===== src/design/conv2d_3x3_border_modes_macros.svh =====
// assertion helpers, clocked on clk and disabled while rst_n is low
`ifndef CONV2D_3X3_BORDER_MODES_MACROS_SVH
`define CONV2D_3X3_BORDER_MODES_MACROS_SVH

// same-cycle implication
`define C3BM_ASSERT_IMPL(lbl, pre, post) \
    lbl: assert property (@(posedge clk) disable iff (!rst_n) (pre) |-> (post)) \
        else $error("c3bm assertion failed");

// next-cycle implication
`define C3BM_ASSERT_NEXT(lbl, pre, post) \
    lbl: assert property (@(posedge clk) disable iff (!rst_n) (pre) |=> (post)) \
        else $error("c3bm assertion failed");

`endif


===== src/design/c3bm_pkg.sv =====
package c3bm_pkg;

    localparam int KERNEL        = 3;
    localparam int TAPS          = KERNEL * KERNEL;
    localparam int C3BM_MAX_LINE  = 1024;
    localparam int C3BM_MAX_LINES = 1024;

    localparam int PIX_W      = 8;
    localparam int WEIGHT_W   = 16;
    localparam int PROD_W     = WEIGHT_W + PIX_W + 1;
    localparam int SUM_W      = 30;
    localparam int CFG_IDX_W  = 3;
    localparam int CFG_DATA_W = 48;
    localparam int CFG_SIZE_W = 11;
    localparam int MIN_SIZE   = 3;

    typedef logic [PIX_W-1:0] pix_t;
    typedef logic [KERNEL-1:0][PIX_W-1:0] col_t;   // [0] top, [1] mid, [2] low
    typedef logic [TAPS-1:0][PIX_W-1:0] taps_t;    // index row*KERNEL + column
    typedef logic [CFG_DATA_W-1:0] wrow_t;

    typedef struct packed {
        logic valid;
        logic last;
    } ctl_t;

    typedef enum logic [CFG_IDX_W-1:0] {
        CFG_BORDER_MODE  = 3'd0,
        CFG_PIXEL_OFFSET = 3'd1,
        CFG_LINE_LENGTH  = 3'd2,
        CFG_LINE_TOTAL   = 3'd3,
        CFG_WEIGHTS_TOP  = 3'd4,
        CFG_WEIGHTS_MID  = 3'd5,
        CFG_WEIGHTS_LOW  = 3'd6
    } cfg_idx_t;

    localparam logic [1:0] MODE_ZERO   = 2'd0;
    localparam logic [1:0] MODE_WHITE  = 2'd1;
    localparam logic [1:0] MODE_REPL   = 2'd2;
    localparam logic [1:0] MODE_MIRROR = 2'd3;

    localparam logic CMD_PIXEL = 1'b0;
    localparam logic CMD_DRAIN = 1'b1;

    localparam wrow_t WEIGHTS_MID_RESET = 48'd256;

    function automatic int clamp_size(input logic [CFG_SIZE_W-1:0] v, input int hi);
        int x;
        x = int'(v);
        if (x < MIN_SIZE) return MIN_SIZE;
        if (x > hi) return hi;
        return x;
    endfunction

    // column 0 is c-1, 1 is c, 2 is c+1
    function automatic logic signed [WEIGHT_W-1:0] weight_of(input wrow_t w, input int col);
        logic signed [WEIGHT_W-1:0] r;
        case (col)
            0:       r = w[31:16];
            1:       r = w[15:0];
            default: r = w[47:32];
        endcase
        return r;
    endfunction

endpackage


===== src/design/c3bm_win_cell.sv =====
module c3bm_win_cell import c3bm_pkg::*;
(
    input  logic clk,
    input  logic en,
    input  col_t d,
    output col_t q
);

    col_t col_reg;

    // one window column, shifted toward the older neighbor on each step
    always_ff @(posedge clk)
    begin
        if (en)
        begin
            col_reg <= d;
        end
    end

    assign q = col_reg;

endmodule


===== config.mk =====
export PLATFORM = sky130hd
export DESIGN_NAME = c3bm_win_cell
export DESIGN_NICKNAME = d
export VERILOG_FILES = /design/src/design/conv2d_3x3_border_modes_macros.svh /design/src/design/c3bm_pkg.sv /design/src/design/c3bm_win_cell.sv
export SDC_FILE = /design/constraint.sdc
export NUM_CORES = 1
export LEC_CHECK = 0
export BUFFER_PORTS_ARGS = -buffer_cell sky130_fd_sc_hd__buf_2
export CAP_MARGIN = 10
export CORE_UTILIZATION = 38
export CTS_CLUSTER_DIAMETER = 30
export DETAILED_ROUTE_END_ITERATION = 6
export GPL_TIMING_DRIVEN = 0
export HOLD_SLACK_MARGIN = 0.06
export PLACE_DENSITY = 0.82
export SLEW_MARGIN = 20
export SYNTH_ARGS = -nofsm -noshare
export SYNTH_HDL_FRONTEND = slang
export SYNTH_SLANG_ARGS = --single-unit

===== constraint.sdc =====
create_clock -name clk -period 0.8 [get_ports clk]
set_input_delay 0.04 -clock clk [delete_from_list [all_inputs] [get_ports clk]]
set_output_delay 0.04 -clock clk [all_outputs]
set_load 0.01 [all_outputs]

==> impl_metrics.tcl, run 1 <==
set metrics [dict create \
    status "finished with violations" \
    violations "setup timing" \
    multi_input_cells 0 \
    yosys.area.top_type "edfxtp_1" \
    setup_ws_ns -0.101 \
    final_nets 128 \
    port_buffers 49 \
    antenna_found_initial 0 \
    min_from "en" \
    crit_slowest_cell "edfxtp_1" \
    place_congestion 0.618 \
    firstDrtPassIters 6 \
    grt_pass1_wl_mm 2.44 \
    die_w_um 45.6 \
    antenna_cells 0 \
    vias 531 \
    htreeDepth 1 \
    grt_pass1_vias 529 \
    wirelength_mm 1.76 \
    path_cells "buf_2" \
    whs_ns 0.233 \
    cp_max_fo 1 \
    ys_seq_area_share_pct 100 \
    rows 15 \
    syn_area_um2 721 \
    clkTransAtPathRegs_ns 0.12 \
    cts-resized-gates 0 \
    worstSetupEndpointType "primary output" \
    area_growth_pct 75.3 \
    cp_data_required_time_ns 0.76 \
    drv_slew 0 \
    numCtsBuffers 3 \
    finalPower_uw 2340 \
    syn_inst 24 \
    fmax_mhz 1110 \
    critical_path_class "reg2out" \
    yosys_warnings 0 \
    rsz0062_at_grt "yes" \
    grt_max_degree 25 \
    start_kind "flop" \
    min_period_ns 0.901 \
    multi_input_area_um2 0 \
    hold_viol_final 0 \
    post-route-period-util_pct 113 \
    hold_path_end "q[17]" \
    final_area_um2 1260 \
    p_leak_uw 0.000543 \
    arrival_ns 0.86 \
    synth_edf_count 24 \
    drv_cap 0 \
    p_per_area_nw_per_um2 1850 \
    drc_errors 0 \
    syn_nets 50 \
    io_pins 50 \
    path_delay_family "flip-flops" \
    synthArstFlopShare_pct 0 \
    dieArea_um2 2070 \
    synth_cell_types 1 \
    grt.total_usage_pct 17.9 \
    ir_drop_uv 1550 \
    cp_num_buf_inv 1 \
    tightest_slew_ns 0.509 \
    drt_iter0_drc 11 \
    setup_viol 24 \
    synth_area_leaders "edfxtp_1 (100%)" \
    synth-seq-cells 24 \
    synth_common_cells "edfxtp_1 (24)" \
    worst_path_largest_cell_delay_ns 0.40 \
    syn_area_per_cell_um2 30.0 \
    yosysMostFrequentCell "edfxtp_1" \
    cts_tree "built" \
    pre_cts_ws_ns -0.0507 \
    cts.sinks 24 \
    largest_register_ffs 24 \
    relSlewSlack_pct 66.1 \
    hold_path.class "in2reg" \
    viasPerCell 4.21 \
    postPlaceCellArea_um2 997 \
    die_height_um 45.6 \
    cts_root_buf "clkbuf_4" \
    ys.flop_type "edfxtp_1" \
    hold_depth 1 \
    wire_per_inst_um 14.0 \
    final_layout_size_suffix_gt1_share_pct 51.5 \
    postRouteAntennaNets 0 \
    clockBufferDepth 2 \
    start_util_pct 41.3 \
    yosysTopAreaCellShare_pct 100 \
    core_area_um2 1750 \
    grt.overflow.total 0 \
]
==> layer usage <==
metal | part of all wire, % | vias up | global-route usage, % | routed length [um]
li1 | - | 251 | - | -
met1 | 37 | 256 | 19.8 | 661
met2 | 57 | 20 | 30.3 | 999
met3 | 2.7 | 4 | 4.37 | 48
met4 | 3.0 | 0 | 11.5 | 53
met5 | 0 | - | 0 | 0
==> cells by family after synthesis <==
kind of cell / share of synthesized area, %
flip-flops: 100
==> stage by stage <==
| stage | util (%) | instances | setup TNS, ns |
|---|---|---|---|
| 4_1_cts | 72.4 | 126 | -1.74 |
| 5_1_grt | 72.4 | 126 | -2.54 |
| 6_report | 72.4 | 126 | -1.55 |
| 3_3_place_gp | 57.1 | 98 | -0.451 |
| 2_1_floorplan | - | 24 | 0 |
| 3_5_place_dp | 57.1 | 98 | -1.20 |
==> power breakdown <==
group	total (uW)	internal, uW	switching (uW)
sequential	1520	1490	23.7
combinational	325	180	145
clock	498	182	317
==> cells in the final DEF, fill, tap and decap left out <==
cell type | netlist | layout
dlygate4sd3_1 | 0 | 24
clkinv_1 | 0 | 1
edfxtp_1 | 24 | 24
clkbuf_4 | 0 | 3
buf_2 | 0 | 49
==> area by class of cell <==
class                   instances  area [um2]
clock inverters                 1        3.75
clock buffers                   3        22.5
well taps                      25        31.3
repair buffers                 73         485
fillers                       126         482
flip-flops and latches         24         721
==> worst max path at each step <==
stage / from / endpoint / slack [ns] / cells after the start
after global routing: q[16] / q[16] / -0.15 / 1
final: q[16] / q[16] / -0.10 / 1
after CTS: q[16] / q[16] / -0.11 / 1
after floorplan: q[0] / q[0] / 0.37 / 0
after detailed placement: en / q[3] / -0.05 / 1
after global placement: en / q[10] / -0.02 / 1
==> repair_timing <==
action | in CTS | in global routing
hold buffers | 24 | 0
gates cloned | 0 | 0
buffers inserted | 0 | 0
endpoints found under the hold margin | 24 | 0
endpoints found under the setup margin | 24 | 24
(Power assumes the default switching activity.)
==> run 2, diff against run 1 <==
CORE_UTILIZATION = 31   (was 38)
PLACE_DENSITY = 0.7   (was 0.82)
==> run 2 against run 1 <==
Net effect:
- the run still ends with setup timing left
- maximum frequency is 3.6% higher
- sequential share of layout area is 0.17 points lower
- count of clock-buffer cells in the layout stayed put
- total power is 1.8% lower
- via count is 6.2% lower
- critical path type unchanged
- largest power group unchanged
==> impl_metrics.tcl, run 2 (synthesis gave the netlist of run 1 again) <==
set metrics [dict create \
    antenna_found_initial 0 \
    vias 498 \
    tightest_slew_ns 0.493 \
    worst_path_largest_cell_delay_ns 0.39 \
    viasPerCell 3.86 \
    cp_num_buf_inv 1 \
    setup_ws_ns -0.0693 \
    drv_slew 0 \
    largest_register_ffs 24 \
    p_leak_uw 0.000543 \
    multi_input_cells 0 \
    clkTransAtPathRegs_ns 0.11 \
    rsz0062_at_grt "yes" \
    dieArea_um2 2520 \
    crit_start "q[18]" \
    cts.sinks 24 \
    hold_path_end "q[20]" \
    area_growth_pct 75.9 \
    arrival_ns 0.83 \
    hold_path.class "in2reg" \
    port_buffers 49 \
    postRouteAntennaNets 0 \
    post-route-period-util_pct 109 \
    multi_input_area_um2 0 \
    min_from "en" \
    post_cts_buffers 0 \
    min_period_ns 0.869 \
    cp_data_required_time_ns 0.76 \
    final_layout_size_suffix_gt1_share_pct 51.5 \
    start_util_pct 32.9 \
    antenna_cells 0 \
    place_congestion 0.642 \
    hold_depth 1 \
    setup_viol 24 \
    wire_per_inst_um 9.69 \
    clockBufferDepth 2 \
    rows 17 \
    htreeDepth 1 \
    violations "setup timing" \
    final_common_cell "buf_2" \
    path_delay_family "flip-flops" \
    cts_tree "built" \
    critical_path_class "reg2out" \
    cts_root_buf "clkbuf_4" \
    cp_max_fo 1 \
    drt_iter0_drc 4 \
    numCtsBuffers 3 \
    die_height_um 50.2 \
    final_cell_mix "buf_2 (49), dlygate4sd3_1 (24), edfxtp_1 (24)" \
    firstDrtPassIters 4 \
    cts-resized-gates 0 \
    p_per_area_nw_per_um2 1810 \
    final_nets 128 \
    whs_ns 0.234 \
    fmax_mhz 1150 \
    io_pins 50 \
    core_area_um2 2190 \
    pre_cts_ws_ns -0.0500 \
    grt.total_usage_pct 9.82 \
    die_w_um 50.2 \
    drc_errors 0 \
    wirelength_mm 1.25 \
    crit_slowest_cell "edfxtp_1" \
    status "finished with violations" \
    path_cells "buf_2" \
    hold_viol_final 0 \
    ir_drop_uv 1040 \
    grt_pass1_wl_mm 1.79 \
    relSlewSlack_pct 67.1 \
    worstSetupEndpointType "primary output" \
    drv_cap 0 \
    grt.overflow.total 0 \
    grt_pass1_vias 467 \
    start_kind "flop" \
    grt_max_degree 25 \
]
-- run 2: power breakdown --
group | internal (uW) | switching (uW) | total (uW) | leakage [uW]
combinational | 180 | 129 | 309 | 0.000293
sequential | 1490 | 20.0 | 1510 | 0.000235
clock | 181 | 296 | 477 | 0.0000154
-- run 2: worst max path at each step --
stage | endpoint | slack (ns) | cells after the start
final | q[18] | -0.07 | 1
after global routing | q[22] | -0.11 | 1
after CTS | q[8] | -0.09 | 1
after detailed placement | q[6] | -0.05 | 1
after global placement | q[11] | -0.03 | 1
after floorplan | q[0] | 0.37 | 0
-- run 2: through the flow --
step	instances	power, uW	utilization, %	TNS [ns]	area [um2]
5_1_grt	129	2400	57.9	-2.15	1270
4_1_cts	129	2330	57.9	-1.49	1270
3_3_place_gp	101	1760	45.7	-0.646	1000
6_report	129	2300	57.9	-1.09	1270
2_1_floorplan	24	1600	-	0	721
3_5_place_dp	101	1760	45.7	-1.19	1000
-- run 2: routing by layer --
metal	vias up	global-route usage, %	share of wire, %
met4	0	2.86	0
met2	21	20.2	60
met5	-	0	0
met1	227	8.87	34
met3	0	2.73	6.1
li1	250	-	-
-- run 2: what timing repair did --
item	in CTS	in global routing
endpoints found under the setup margin	24	24
hold buffers	24	0
endpoints found under the hold margin	24	0
-- run 2: layout make-up --
class | instances | area, um2
clock inverter | 1 | 3.75
timing repair buffer | 73 | 485
clock buffer | 3 | 22.5
tap | 28 | 35.0
fill | 191 | 923
sequential | 24 | 721
